==> config.mk <==
export PLATFORM = sky130hd
export DESIGN_NAME = nmea_sentence_value_extractor_top
export DESIGN_NICKNAME = d
export VERILOG_FILES = /design/src/rtl/core/nsve_pkg.sv /design/src/rtl/core/nsve_num.sv /design/src/rtl/core/nsve_ctl.sv /design/src/rtl/core/nmea_sentence_value_extractor_top.sv
export SDC_FILE = /design/constraint.sdc
export NUM_CORES = 1
export LEC_CHECK = 0
export BUFFER_PORTS_ARGS = -buffer_cell sky130_fd_sc_hd__buf_2
export CAP_MARGIN = 20
export CELL_PAD_IN_SITES_DETAIL_PLACEMENT = 2
export CELL_PAD_IN_SITES_GLOBAL_PLACEMENT = 2
export CORE_MARGIN = 5
export CORE_UTILIZATION = 40
export DETAILED_ROUTE_END_ITERATION = 8
export PLACE_DENSITY = 0.82
export SLEW_MARGIN = 15
export SYNTH_ARGS = -nofsm -noshare
export SYNTH_HDL_FRONTEND = slang
export SYNTH_SLANG_ARGS = --single-unit
==> constraint.sdc <==
create_clock -name clk -period 6.8 [get_ports clk]
set_input_delay 1.02 -clock clk [delete_from_list [all_inputs] [get_ports clk]]
set_output_delay 1.02 -clock clk [all_outputs]
set_load 0.01 [all_outputs]
==> src/rtl/core/nsve_pkg.sv <==
package nsve_pkg;

    localparam int MAX_SENTENCE = 128;
    localparam int MAX_FIELDS   = 32;

    localparam int CFG_COUNT    = 5;
    localparam int CFG_W        = 5;
    localparam int CFG_IDX_W    = 3;

    localparam logic [CFG_IDX_W-1:0] CFG_TEMP    = 3'd0;
    localparam logic [CFG_IDX_W-1:0] CFG_DEPTH   = 3'd1;
    localparam logic [CFG_IDX_W-1:0] CFG_SPEED_A = 3'd2;
    localparam logic [CFG_IDX_W-1:0] CFG_SPEED_B = 3'd3;
    localparam logic [CFG_IDX_W-1:0] CFG_METEO   = 3'd4;

    localparam logic [CFG_W-1:0] CFG_TEMP_RST    = 5'd1;
    localparam logic [CFG_W-1:0] CFG_DEPTH_RST   = 5'd2;
    localparam logic [CFG_W-1:0] CFG_SPEED_A_RST = 5'd5;
    localparam logic [CFG_W-1:0] CFG_SPEED_B_RST = 5'd7;
    localparam logic [CFG_W-1:0] CFG_METEO_RST   = 5'd7;

    localparam logic [7:0] CH_DOLLAR = 8'h24;
    localparam logic [7:0] CH_CR     = 8'h0d;
    localparam logic [7:0] CH_LF     = 8'h0a;
    localparam logic [7:0] CH_COMMA  = 8'h2c;
    localparam logic [7:0] CH_SPACE  = 8'h20;
    localparam logic [7:0] CH_TAB    = 8'h09;
    localparam logic [7:0] CH_FF     = 8'h0c;
    localparam logic [7:0] CH_PLUS   = 8'h2b;
    localparam logic [7:0] CH_MINUS  = 8'h2d;
    localparam logic [7:0] CH_DOT    = 8'h2e;
    localparam logic [7:0] CH_ZERO   = 8'h30;
    localparam logic [7:0] CH_NINE   = 8'h39;

    localparam logic [39:0] ID_MTW = 40'h47504D5457;
    localparam logic [39:0] ID_DPT = 40'h4750445054;
    localparam logic [39:0] ID_VHW = 40'h4750564857;
    localparam logic [39:0] ID_MDA = 40'h47504D4441;

    localparam logic [1:0] ST_PARSED  = 2'd0;
    localparam logic [1:0] ST_UNKNOWN = 2'd1;
    localparam logic [1:0] ST_OVERRUN = 2'd2;
    localparam logic [1:0] ST_NO_LF   = 2'd3;

    localparam logic [2:0] KIND_NONE  = 3'd0;
    localparam logic [2:0] KIND_TEMP  = 3'd1;
    localparam logic [2:0] KIND_DEPTH = 3'd2;
    localparam logic [2:0] KIND_SPEED = 3'd3;
    localparam logic [2:0] KIND_METEO = 3'd4;

    // Largest magnitude kept by the number accumulator (2^31).
    localparam logic [31:0] MAG_SAT = 32'h8000_0000;

    typedef enum logic [1:0] {
        PH_HUNT,
        PH_BODY,
        PH_LF
    } phase_t;

    typedef enum logic [2:0] {
        NP_START,
        NP_SIGNED,
        NP_INT,
        NP_FRAC,
        NP_DONE
    } nphase_t;

    typedef struct packed {
        logic [CFG_W-1:0] temp_field;
        logic [CFG_W-1:0] depth_field;
        logic [CFG_W-1:0] speed_field_a;
        logic [CFG_W-1:0] speed_field_b;
        logic [CFG_W-1:0] meteo_field;
    } cfg_t;

    typedef struct packed {
        logic       clear;
        logic       feed;
        logic [7:0] ch;
    } num_cmd_t;

    typedef struct packed {
        logic [1:0]  status;
        logic [2:0]  kind;
        logic [31:0] value_a;
        logic [31:0] value_b;
    } result_t;

endpackage

==> src/rtl/core/nsve_num.sv <==
module nsve_num
(
    input  logic                clk,
    input  logic                rst_n,
    input  nsve_pkg::num_cmd_t  cmd,
    output logic [31:0]         value
);

    nsve_pkg::nphase_t nphase_reg, nphase_next;
    logic [31:0] mag_reg, mag_next;
    logic [1:0]  frac_reg, frac_next;
    logic        neg_reg, neg_next;
    logic        rnd_reg, rnd_next;

    logic        is_digit;
    logic        is_blank;
    logic [3:0]  dval;
    logic [35:0] int_sum;
    logic [32:0] frac_sum;
    logic [31:0] int_mag;
    logic [31:0] frac_mag;
    logic [32:0] rounded;
    logic [31:0] neg_mag;

    assign is_digit = (cmd.ch >= nsve_pkg::CH_ZERO) && (cmd.ch <= nsve_pkg::CH_NINE);
    assign is_blank = (cmd.ch == nsve_pkg::CH_SPACE)
                   || ((cmd.ch >= nsve_pkg::CH_TAB) && (cmd.ch <= nsve_pkg::CH_FF));
    assign dval     = cmd.ch[3:0];

    // mag * 10 + 100 * digit, done as shifts and adds.
    assign int_sum  = {1'b0, mag_reg, 3'b000} + {3'b000, mag_reg, 1'b0}
                    + {26'd0, dval, 6'd0} + {27'd0, dval, 5'd0}
                    + {30'd0, dval, 2'b00};
    assign int_mag  = (int_sum > {4'd0, nsve_pkg::MAG_SAT}) ? nsve_pkg::MAG_SAT
                                                             : int_sum[31:0];

    always_comb
    begin
        frac_sum = {1'b0, mag_reg};
        case (frac_reg)
            2'd0:    frac_sum = {1'b0, mag_reg} + {28'd0, dval, 1'b0} + {26'd0, dval, 3'b000};
            2'd1:    frac_sum = {1'b0, mag_reg} + {29'd0, dval};
            default: frac_sum = {1'b0, mag_reg};
        endcase
    end

    assign frac_mag = (frac_sum > {1'b0, nsve_pkg::MAG_SAT}) ? nsve_pkg::MAG_SAT
                                                              : frac_sum[31:0];

    always_comb
    begin
        nphase_next = nphase_reg;
        mag_next    = mag_reg;
        frac_next   = frac_reg;
        neg_next    = neg_reg;
        rnd_next    = rnd_reg;
        if (cmd.clear)
        begin
            nphase_next = nsve_pkg::NP_START;
            mag_next    = '0;
            frac_next   = '0;
            neg_next    = 1'b0;
            rnd_next    = 1'b0;
        end
        else if (cmd.feed)
        begin
            case (nphase_reg)
                nsve_pkg::NP_START, nsve_pkg::NP_SIGNED, nsve_pkg::NP_INT:
                begin
                    if ((nphase_reg == nsve_pkg::NP_START) && is_blank)
                    begin
                        nphase_next = nphase_reg;
                    end
                    else if ((nphase_reg == nsve_pkg::NP_START)
                             && ((cmd.ch == nsve_pkg::CH_PLUS)
                                 || (cmd.ch == nsve_pkg::CH_MINUS)))
                    begin
                        neg_next    = (cmd.ch == nsve_pkg::CH_MINUS);
                        nphase_next = nsve_pkg::NP_SIGNED;
                    end
                    else if (is_digit)
                    begin
                        mag_next    = int_mag;
                        nphase_next = nsve_pkg::NP_INT;
                    end
                    else if (cmd.ch == nsve_pkg::CH_DOT)
                    begin
                        nphase_next = nsve_pkg::NP_FRAC;
                    end
                    else
                    begin
                        nphase_next = nsve_pkg::NP_DONE;
                    end
                end
                nsve_pkg::NP_FRAC:
                begin
                    if (!is_digit)
                    begin
                        nphase_next = nsve_pkg::NP_DONE;
                    end
                    else
                    begin
                        mag_next = frac_mag;
                        if (frac_reg == 2'd2)
                        begin
                            rnd_next = (dval >= 4'd5);
                        end
                        if (frac_reg != 2'd3)
                        begin
                            frac_next = frac_reg + 2'd1;
                        end
                    end
                end
                default:
                begin
                    nphase_next = nphase_reg;
                end
            endcase
        end
    end

    always_ff @(posedge clk or negedge rst_n)
    begin
        if (!rst_n)
        begin
            nphase_reg <= nsve_pkg::NP_START;
            mag_reg    <= '0;
            frac_reg   <= '0;
            neg_reg    <= 1'b0;
            rnd_reg    <= 1'b0;
        end
        else
        begin
            nphase_reg <= nphase_next;
            mag_reg    <= mag_next;
            frac_reg   <= frac_next;
            neg_reg    <= neg_next;
            rnd_reg    <= rnd_next;
        end
    end

    // Rounded magnitude, then clamped to the signed 32-bit range.
    assign rounded = {1'b0, mag_reg} + {32'd0, rnd_reg};
    assign neg_mag = (rounded > {1'b0, nsve_pkg::MAG_SAT}) ? nsve_pkg::MAG_SAT
                                                            : rounded[31:0];

    always_comb
    begin
        if (neg_reg)
        begin
            value = 32'd0 - neg_mag;
        end
        else if (rounded > {1'b0, nsve_pkg::MAG_SAT - 32'd1})
        begin
            value = nsve_pkg::MAG_SAT - 32'd1;
        end
        else
        begin
            value = rounded[31:0];
        end
    end

endmodule

==> src/rtl/core/nsve_ctl.sv <==
module nsve_ctl
(
    input  logic               clk,
    input  logic               rst_n,
    input  logic               step,
    input  logic [7:0]         ch,
    input  nsve_pkg::cfg_t     cfg,
    output logic               emit,
    output nsve_pkg::result_t  result
);

    nsve_pkg::phase_t phase_reg, phase_next;
    logic [7:0]  count_reg, count_next;
    logic [4:0]  fidx_reg, fidx_next;
    logic [39:0] id_reg, id_next;
    logic [2:0]  kind_reg, kind_next;
    logic        beyond_reg, beyond_next;
    logic [31:0] acc_a_reg, acc_a_next;
    logic [31:0] acc_b_reg, acc_b_next;

    nsve_pkg::num_cmd_t num_cmd;
    logic [31:0] num_value;

    logic [2:0]  id_kind;
    logic [4:0]  tgt_a;
    logic [4:0]  tgt_b;
    logic [2:0]  end_kind;
    logic [31:0] end_acc_a;
    logic [31:0] end_acc_b;
    logic        overrun;

    nsve_num u_num
    (
        .clk   (clk),
        .rst_n (rst_n),
        .cmd   (num_cmd),
        .value (num_value)
    );

    always_comb
    begin
        case (id_reg)
            nsve_pkg::ID_MTW: id_kind = nsve_pkg::KIND_TEMP;
            nsve_pkg::ID_DPT: id_kind = nsve_pkg::KIND_DEPTH;
            nsve_pkg::ID_VHW: id_kind = nsve_pkg::KIND_SPEED;
            nsve_pkg::ID_MDA: id_kind = nsve_pkg::KIND_METEO;
            default:          id_kind = nsve_pkg::KIND_NONE;
        endcase
    end

    always_comb
    begin
        tgt_a = '0;
        tgt_b = '0;
        case (kind_reg)
            nsve_pkg::KIND_TEMP:  tgt_a = cfg.temp_field;
            nsve_pkg::KIND_DEPTH: tgt_a = cfg.depth_field;
            nsve_pkg::KIND_SPEED:
            begin
                tgt_a = cfg.speed_field_a;
                tgt_b = cfg.speed_field_b;
            end
            nsve_pkg::KIND_METEO: tgt_a = cfg.meteo_field;
            default:
            begin
                tgt_a = '0;
                tgt_b = '0;
            end
        endcase
    end

    // Effect of closing the current field. The id field sets the kind, and a
    // value field lands in an accumulator when its number matches a target.
    always_comb
    begin
        end_kind  = kind_reg;
        end_acc_a = acc_a_reg;
        end_acc_b = acc_b_reg;
        if (!beyond_reg)
        begin
            if (fidx_reg == 5'd0)
            begin
                end_kind = (count_reg == 8'd6) ? id_kind : nsve_pkg::KIND_NONE;
            end
            else
            begin
                if ((tgt_a != 5'd0) && (fidx_reg == tgt_a))
                begin
                    end_acc_a = num_value;
                end
                if ((tgt_b != 5'd0) && (fidx_reg == tgt_b))
                begin
                    end_acc_b = num_value;
                end
            end
        end
    end

    assign overrun = ({1'b0, count_reg} + 9'd1) > 9'(nsve_pkg::MAX_SENTENCE);

    always_comb
    begin
        emit = 1'b0;
        case (phase_reg)
            nsve_pkg::PH_LF:   emit = 1'b1;
            nsve_pkg::PH_BODY: emit = (ch != nsve_pkg::CH_CR) && overrun;
            default:           emit = 1'b0;
        endcase
    end

    always_comb
    begin
        result = '0;
        if (phase_reg == nsve_pkg::PH_BODY)
        begin
            result.status = nsve_pkg::ST_OVERRUN;
        end
        else if (ch != nsve_pkg::CH_LF)
        begin
            result.status = nsve_pkg::ST_NO_LF;
        end
        else if (kind_reg == nsve_pkg::KIND_NONE)
        begin
            result.status = nsve_pkg::ST_UNKNOWN;
        end
        else
        begin
            result.status  = nsve_pkg::ST_PARSED;
            result.kind    = kind_reg;
            result.value_a = acc_a_reg;
            result.value_b = (kind_reg == nsve_pkg::KIND_SPEED) ? acc_b_reg : 32'd0;
        end
    end

    always_comb
    begin
        phase_next  = phase_reg;
        count_next  = count_reg;
        fidx_next   = fidx_reg;
        id_next     = id_reg;
        kind_next   = kind_reg;
        beyond_next = beyond_reg;
        acc_a_next  = acc_a_reg;
        acc_b_next  = acc_b_reg;
        num_cmd     = '0;
        num_cmd.ch  = ch;
        case (phase_reg)
            nsve_pkg::PH_HUNT:
            begin
                if (ch == nsve_pkg::CH_DOLLAR)
                begin
                    phase_next    = nsve_pkg::PH_BODY;
                    count_next    = 8'd1;
                    fidx_next     = '0;
                    id_next       = '0;
                    kind_next     = nsve_pkg::KIND_NONE;
                    beyond_next   = 1'b0;
                    acc_a_next    = '0;
                    acc_b_next    = '0;
                    num_cmd.clear = 1'b1;
                end
            end
            nsve_pkg::PH_LF:
            begin
                phase_next = nsve_pkg::PH_HUNT;
                count_next = '0;
            end
            nsve_pkg::PH_BODY:
            begin
                if (ch == nsve_pkg::CH_CR)
                begin
                    kind_next  = end_kind;
                    acc_a_next = end_acc_a;
                    acc_b_next = end_acc_b;
                    phase_next = nsve_pkg::PH_LF;
                end
                else if (overrun)
                begin
                    phase_next = nsve_pkg::PH_HUNT;
                    count_next = '0;
                end
                else
                begin
                    count_next = count_reg + 8'd1;
                    if (ch == nsve_pkg::CH_COMMA)
                    begin
                        kind_next  = end_kind;
                        acc_a_next = end_acc_a;
                        acc_b_next = end_acc_b;
                        if (fidx_reg >= 5'(nsve_pkg::MAX_FIELDS - 1))
                        begin
                            beyond_next = 1'b1;
                        end
                        else
                        begin
                            fidx_next = fidx_reg + 5'd1;
                        end
                        num_cmd.clear = 1'b1;
                    end
                    else if (fidx_reg == 5'd0)
                    begin
                        id_next = {id_reg[31:0], ch};
                    end
                    else if (!beyond_reg)
                    begin
                        num_cmd.feed = 1'b1;
                    end
                end
            end
            default:
            begin
                phase_next = nsve_pkg::PH_HUNT;
            end
        endcase
        if (!step)
        begin
            num_cmd.clear = 1'b0;
            num_cmd.feed  = 1'b0;
        end
    end

    always_ff @(posedge clk or negedge rst_n)
    begin
        if (!rst_n)
        begin
            phase_reg  <= nsve_pkg::PH_HUNT;
            count_reg  <= '0;
            fidx_reg   <= '0;
            id_reg     <= '0;
            kind_reg   <= nsve_pkg::KIND_NONE;
            beyond_reg <= 1'b0;
            acc_a_reg  <= '0;
            acc_b_reg  <= '0;
        end
        else if (step)
        begin
            phase_reg  <= phase_next;
            count_reg  <= count_next;
            fidx_reg   <= fidx_next;
            id_reg     <= id_next;
            kind_reg   <= kind_next;
            beyond_reg <= beyond_next;
            acc_a_reg  <= acc_a_next;
            acc_b_reg  <= acc_b_next;
        end
    end

    assert property (@(posedge clk) disable iff (!rst_n)
        count_reg <= 8'(nsve_pkg::MAX_SENTENCE))
        else $error("sentence byte count exceeds its limit");

    assert property (@(posedge clk) disable iff (!rst_n)
        (phase_reg == nsve_pkg::PH_HUNT) |-> (count_reg == 8'd0))
        else $error("byte count not cleared while hunting");

    assert property (@(posedge clk) disable iff (!rst_n)
        (phase_reg == nsve_pkg::PH_BODY) |-> (count_reg != 8'd0))
        else $error("sentence body with zero byte count");

    assert property (@(posedge clk) disable iff (!rst_n)
        (step && emit) |=> (phase_reg == nsve_pkg::PH_HUNT))
        else $error("no return to hunting after a result");

endmodule

==> src/rtl/core/nmea_sentence_value_extractor_top.sv <==
// Channel  | Handshake            | Payload
// ---------+----------------------+-----------------------------------------
// in       | in_valid / in_stall  | rx_byte
// out      | out_valid / out_stall| status, kind, value_a, value_b
// cfg      | cfg_we (write only)  | cfg_index, cfg_data
//
// One byte is taken per cycle while in_stall is low; each byte is held in an
// input register while the sentence state and the decimal accumulator
// update from it. A result is loaded into the output register at the edge
// where its byte leaves the input register.
// Reset (rst_n low, asynchronous) returns to hunting for '$' and loads the
// default field positions.
// While out_stall holds a result, bytes that produce no result still flow;
// a byte that would produce a result waits in the input register.
module nmea_sentence_value_extractor_top
(
    input  logic                                clk,
    input  logic                                rst_n,
    input  logic                                in_valid,
    output logic                                in_stall,
    input  logic [7:0]                          rx_byte,
    output logic                                out_valid,
    input  logic                                out_stall,
    output logic [1:0]                          status,
    output logic [2:0]                          kind,
    output logic signed [31:0]                  value_a,
    output logic signed [31:0]                  value_b,
    input  logic                                cfg_we,
    input  logic [nsve_pkg::CFG_IDX_W-1:0]      cfg_index,
    input  logic [nsve_pkg::CFG_W-1:0]          cfg_data
);

    nsve_pkg::cfg_t    cfg_reg;
    nsve_pkg::result_t res_reg;
    nsve_pkg::result_t ctl_result;

    logic       in_full_reg, in_full_next;
    logic [7:0] in_byte_reg;
    logic       out_valid_reg, out_valid_next;
    logic       ctl_emit;
    logic       advance;
    logic       in_take;

    always_ff @(posedge clk or negedge rst_n)
    begin
        if (!rst_n)
        begin
            cfg_reg.temp_field    <= nsve_pkg::CFG_TEMP_RST;
            cfg_reg.depth_field   <= nsve_pkg::CFG_DEPTH_RST;
            cfg_reg.speed_field_a <= nsve_pkg::CFG_SPEED_A_RST;
            cfg_reg.speed_field_b <= nsve_pkg::CFG_SPEED_B_RST;
            cfg_reg.meteo_field   <= nsve_pkg::CFG_METEO_RST;
        end
        else if (cfg_we)
        begin
            case (cfg_index)
                nsve_pkg::CFG_TEMP:    cfg_reg.temp_field    <= cfg_data;
                nsve_pkg::CFG_DEPTH:   cfg_reg.depth_field   <= cfg_data;
                nsve_pkg::CFG_SPEED_A: cfg_reg.speed_field_a <= cfg_data;
                nsve_pkg::CFG_SPEED_B: cfg_reg.speed_field_b <= cfg_data;
                nsve_pkg::CFG_METEO:   cfg_reg.meteo_field   <= cfg_data;
                default:               cfg_reg               <= cfg_reg;
            endcase
        end
    end

    nsve_ctl u_ctl
    (
        .clk    (clk),
        .rst_n  (rst_n),
        .step   (advance),
        .ch     (in_byte_reg),
        .cfg    (cfg_reg),
        .emit   (ctl_emit),
        .result (ctl_result)
    );

    // The held byte moves on unless it produces a result and the output
    // register is full and stalled.
    assign advance  = in_full_reg && (!ctl_emit || !out_valid_reg || !out_stall);
    assign in_stall = in_full_reg && !advance;
    assign in_take  = in_valid && !in_stall;

    always_comb
    begin
        in_full_next = in_full_reg;
        if (in_take)
        begin
            in_full_next = 1'b1;
        end
        else if (advance)
        begin
            in_full_next = 1'b0;
        end
    end

    always_comb
    begin
        out_valid_next = out_valid_reg;
        if (advance && ctl_emit)
        begin
            out_valid_next = 1'b1;
        end
        else if (!out_stall)
        begin
            out_valid_next = 1'b0;
        end
    end

    always_ff @(posedge clk or negedge rst_n)
    begin
        if (!rst_n)
        begin
            in_full_reg   <= 1'b0;
            out_valid_reg <= 1'b0;
        end
        else
        begin
            in_full_reg   <= in_full_next;
            out_valid_reg <= out_valid_next;
        end
    end

    always_ff @(posedge clk)
    begin
        if (in_take)
        begin
            in_byte_reg <= rx_byte;
        end
        if (advance && ctl_emit)
        begin
            res_reg <= ctl_result;
        end
    end

    assign out_valid = out_valid_reg;
    assign status    = res_reg.status;
    assign kind      = res_reg.kind;
    assign value_a   = $signed(res_reg.value_a);
    assign value_b   = $signed(res_reg.value_b);

    assert property (@(posedge clk) disable iff (!rst_n)
        (out_valid && (status != nsve_pkg::ST_PARSED))
        |-> ((kind == nsve_pkg::KIND_NONE) && (value_a == 32'sd0) && (value_b == 32'sd0)))
        else $error("error result carries a kind or a value");

    assert property (@(posedge clk) disable iff (!rst_n)
        (out_valid && (kind != nsve_pkg::KIND_SPEED)) |-> (value_b == 32'sd0))
        else $error("second value set outside a speed sentence");

    assert property (@(posedge clk) disable iff (!rst_n)
        $rose(out_valid_reg) |-> $past(in_full_reg))
        else $error("result raised without a byte in the input register");

endmodule

# --- Yosys cells after proc, flatten, opt, wreduce, memory -nomap -nowiden ---
# Index checks and enable logic that the tools add are counted.
word_totals:
  wordCells: 265
  in_bits: 21
  register_bits: 266
  output_inout_bits: 71
classes:
  n_eq_ne: 50
  n_mux: 105
  n_reduce_logical: 59
  n_lt_le_gt_ge: 11
  addsub: 13
  n_bitwise: 1
op_table:
  columns: ["operator", "n"]
  rows:
  - ["$mux 32", 24]
  - ["$mux 40", 5]
  - ["$pmux 32 s2", 3]
  - ["$eq 40x39->1 const B", 4]
  - ["$pmux 40 s2", 1]
  - ["$gt 33x32->1 const B", 2]
  - ["$pmux 33 s2", 1]
  - ["$eq 8x6->1 const B", 6]
  - ["$mux 3", 14]
  - ["$add 35x33->36", 1]
  - ["$add 36x10->36", 1]
  - ["$add 36x6->36", 1]
  - ["$add 36x9->36", 1]
  - ["$gt 36x32->1 const B", 1]
  - ["$add 32x1->33", 1]
  - ["$add 32x4->33", 1]
  - ["$add 32x5->33", 1]
  - ["$add 33x7->33", 1]
  - ["$gt 33x31->1 const B", 1]
  - ["$sub 1x32->32 const A", 1]
  - ["$mux 5", 6]
  - ["$mux 1", 27]
  - ["$mux 8", 3]
  - ["$pmux 8 s3", 1]
  - ["50 further kinds", 131]

# --- Logic depth before layout (Yosys ltp) ---
logic_depth:
  ltp_word: 13
  ltp_mapped: 20
  depth_no_buf: 17

# --- Cells and area by module ---
# Synthesis repeated with hierarchy kept, for this count alone.
hier_totals:
  cells_unflattened: 2023
  area_unflattened_um2: 18928.2
by_module_without_submodules:
  columns: ["mod", "seq_area_each_um2", "cells_each", "instances", "area_each_um2"]
  rows:
  - ["nsve_num", 975.9, 1198, 1, 8904.8]
  - ["nsve_ctl", 3078.0, 681, 1, 6622.6]
  - ["nmea_sentence_value_extractor_top", 3000.4, 144, 1, 3400.8]

# --- Least setup slack after synthesis ---
# No wires, ideal clock.
synth_path:
  path_kind: "reg2reg"
  from: "register u_ctl.u_num.mag_reg[0]"
  to: "register u_ctl.acc_a_reg[22]"
  path_stages_with_launch: 18
  path_buffers: 1
  setup_time_ns: 0.125
  arrival_ns: 5.067
  path_slack_ns: 1.608
  synth_period_minus_slack_ns: 5.192
  required_ns: 6.675
  path_cell_list: "dfrtp_1 -> ha_1 -> ha_1 -> nand3_1 -> nor4_1 -> xnor2_1 -> nand2_1 -> or4b_2 -> or4b_4 -> nand2_1 -> buf_2 -> nand2_1 -> ha_1 -> o21ai_1 -> nor2_1 -> a211o_1 -> a32o_1 -> mux2_4"
synth_between:
  elab_chain_len: 12
  word_cells_on_any_way: 14
  cone_classes: "add/sub: 2; order compare: 2; mux: 10"
synth_rtl:
  columns: ["element", "line", "text"]
  rows:
  - ["start: declaration", "nsve_num.sv:10", "logic [31:0] mag_reg, mag_next;"]
  - ["start signal: assignment", "nsve_num.sv:135", "mag_reg <= mag_next;"]
  - ["$add 32x1->33 *", "nsve_num.sv:143", "assign rounded = {1'b0, mag_reg} + {32'd0, rnd_reg};"]
  - ["$gt 33x32->1", "nsve_num.sv:144", "assign neg_mag = (rounded > {1'b0, nsve_pkg::MAG_SAT}) ? nsve_pkg::MAG_SAT"]
  - ["$mux 32", "nsve_num.sv:144", null]
  - ["$sub 1x32->32", "nsve_num.sv:151", "value = 32'd0 - neg_mag;"]
  - ["$mux 32 *", "nsve_num.sv:149", "if (neg_reg)"]
  - ["$mux 32 *", "nsve_ctl.sv:87", "if ((tgt_a != 5'd0) && (fidx_reg == tgt_a))"]
  - ["$mux 32 *", "nsve_ctl.sv:81", "if (fidx_reg == 5'd0)"]
  - ["$mux 32 *", "nsve_ctl.sv:79", "if (!beyond_reg)"]
  - ["$mux 32", "nsve_ctl.sv:185", "if (ch == nsve_pkg::CH_COMMA)"]
  - ["$mux 32", "nsve_ctl.sv:177", "else if (overrun)"]
  - ["$mux 32 *", "nsve_ctl.sv:170", "if (ch == nsve_pkg::CH_CR)"]
  - ["$pmux 32 s2 *", "nsve_ctl.sv:147", "case (phase_reg)"]
  - ["end signal: assignment", "nsve_ctl.sv:243", "acc_a_reg <= acc_a_next;"]
  - ["end: declaration", "nsve_ctl.sv:18", "logic [31:0] acc_a_reg, acc_a_next;"]
# Mark *: on every way between the ends. The rest lies on a longest branch, timed or not. The select of a mux whose other input is x is not followed.
# A chain may end at the register's enable or synchronous reset.

# --- Final worst setup path ---
# Same ends and word-level chain as after synthesis.

==> metrics.csv <==
metric,value,unit
drive_gt1_share,13.7,%
routed_wl,72.4,mm
synth-compound-area-share,18.2,%
overflow,0,
detail_route.iter0.violations,1059,
clk_pin_slew_worst_paths,70,ps
synthesis.area,18900,sq um
skew,18.8,ps
synth_edf_count,77,
powerDensity,280,nW/um^2
cts_root_buf,clkbuf_16,
dr.pass1.iters,5,
cp.required,7260,ps
ys_top_cells_by_count,"nand2_1 (232), dfrtp_1 (179), o21ai_0 (167)",
tns,0,ps
ys_types,80,
start_util,40.5,%
hold_ws,404,ps
hp-class,primary input to asynchronous set/reset pin,
diodes,0,
dieArea,51700,sq um
crit_path_start_kind,register,
hold_violations,0,
postRouteAntennaNets,0,
pin_count,92,
detail_route.vias_per_cell,6.22,
fin_nets,2287,
r2r-end,u_ctl.acc_a_reg[22],
synthArstFlopShare,71.1,%
largest_reg_flops,40,
post_cts_hold_buffer_count,0,
p_leak,0.00888,uW
cts_tree,yes,
grt_util_all_layers,27.4,%
num_vias,17200,
cts.path.max_buffers,3,
fp.coreArea,46700,sq um
yosysMostFrequentCell,nand2_1,
grt_max_degree,72,
ys_ff_latch,266,
drv_slew,0,
synthXorXnorAreaFrac,2.88,%
synth_top_area_share,23.7,%
grt_first_pass_wirelength,113,mm
cp-end-kind,register,
reg2regPathDepth,17,
cts-htree-levels,1,
yosysWarnings,0,
ff2ff_setup_slack,750,ps
fin_util,45.1,%
ctsResizeCount,0,
synth_mux_area_share,5.54,%
finalCritPeriodShare,89.0,%
synthCells,2086,
areaGrowthSynthToFinish,11.4,%
synthTopCellsByArea,"dfrtp_1 (24%), edfxtp_1 (12%), ha_1 (8.0%), nand2_1 (4.6%), mux2_2 (4.5%)",
setup_viol,0,
synthAdderAreaFrac,9.71,%
place_hpwl,55.0,mm
post_cts_buffers,0,
final.fill_count,5056,
yosys_most_used_dff,dfrtp_1,
port_buffers,91,
timing.fmax,165,MHz
maxCapViolCount,0,
drc,0,
slew-limit-headroom,26.0,%
grt_pass1_vias,18900,
path_max_fanout,9,
ir_drop,0.000151,V
fin_crit,6050,ps
crit_type,register to register,
wl_per_cell,26.2,microns
crit_arrival,6510,ps
syn_area_per_cell,9.05,sq um
numCtsBuffers,30,
yosys.area.top_type,dfrtp_1,
yosys.area_share.simple,22.2,%
cts_sinks,266,
row_count,79,
ys_seq_area_share,37.4,%
die_width,227,microns
timing.rr.start,u_ctl.u_num.mag_reg[0],
clock_latency,580,ps
synth_top_family_by_area,simple AND/OR/NAND/NOR gates,
gp_congestion,0.906,
tightestPinTransition,1100,ps
syn_nets,2244,
antenna_found_initial,0,
outcome,completed,
rsz0062_at_grt,false,
die-height,227,microns
==> cell families after synthesis <==
group | after synthesis
flip-flops | 266
adder cells (fa/ha/maj) | 137
XOR/XNOR | 62
buffers and inverters | 198
AND/OR/NAND/NOR | 796
AO/OA/AOI/OAI | 533
multiplexers | 94
==> report_power, final <==
group	leakage (uW)	internal, uW	switching (uW)
Sequential	0.00307	2000	271
Combinational	0.00529	663	1230
Clock	0.000514	1020	702
Total	0.00888	3690	2200
==> worst max-delay path: stages (launching register included) <==
cell and delay, ps:
dfrtp_1 460, ha_1 380, ha_1 340, nand3_1 120
buf_4 220, nor4_1 610, xnor2_1 400, nand2_1 160
or4b_2 660, or4b_4 540, nand2_1 190, nand2_1 80
ha_1 280, o21ai_1 390, nor2_1 230, a211o_1 310
a32o_1 280, mux2_4 260
==> placed cells by master (no fill, tap or decap), drive strengths merged, types with 77 or more instances in the layout <==
master    n
inv      87
a21oi    94
mux2     78
o21ai   168
ha      121
dfrtp   179
nand2   232
edfxtp   77
nor2     99
buf     120
==> stage by stage <==
step,instance area [sq um],setup WS [ps],std cells,power (uW)
global route,21000,455,2760,6170
CTS,21000,828,2755,5910
finish,21000,746,2760,5890
global placement,19900,1120,2697,3950
detailed placement,19900,897,2699,4150
floorplan,18900,1610,2086,3390
==> layout make-up <==
| cell class | count | area, sq um | share of cell area, % |
|---|---|---|---|
| Clock buffer | 41 | 885 | 4.21 |
| Clock inverter | 15 | 156 | 0.744 |
| Inverter | 86 | 323 | 1.53 |
| Multi-Input combinational cell | 1622 | 11100 | 52.9 |
| Sequential cell | 266 | 7050 | 33.5 |
| Tap cell | 607 | 759 | 3.61 |
| Timing Repair Buffer | 123 | 734 | 3.49 |
==> worst max-delay path by stage <==
| stage | from | endpoint | slack (ps) | cells past startpoint |
|---|---|---|---|---|
| detailed placement | u_ctl.u_num.mag_reg[0] | u_ctl.acc_a_reg[22] | 900 | 17 |
| global route | u_ctl.u_num.mag_reg[0] | u_ctl.acc_a_reg[22] | 460 | 17 |
| finish | u_ctl.u_num.mag_reg[0] | u_ctl.acc_a_reg[22] | 750 | 17 |
| global placement | u_ctl.u_num.mag_reg[0] | u_ctl.acc_b_reg[22] | 1120 | 17 |
| floorplan | u_ctl.u_num.mag_reg[0] | u_ctl.acc_a_reg[22] | 1610 | 17 |
| CTS | u_ctl.u_num.mag_reg[0] | u_ctl.acc_a_reg[22] | 830 | 17 |
==> per-layer routing <==
| metal | track usage, % | part of all wire, % | up-vias |
|---|---|---|---|
| met4 | 9.32 | 3.7 | 0 |
| met1 | 35.1 | 43 | 8882 |
| li1 | - | - | 7816 |
| met3 | 2.15 | 2.9 | 123 |
| met5 | 0 | 0 | - |
| met2 | 49.1 | 50 | 347 |
Note: power is estimated with default switching activity, not from simulation.
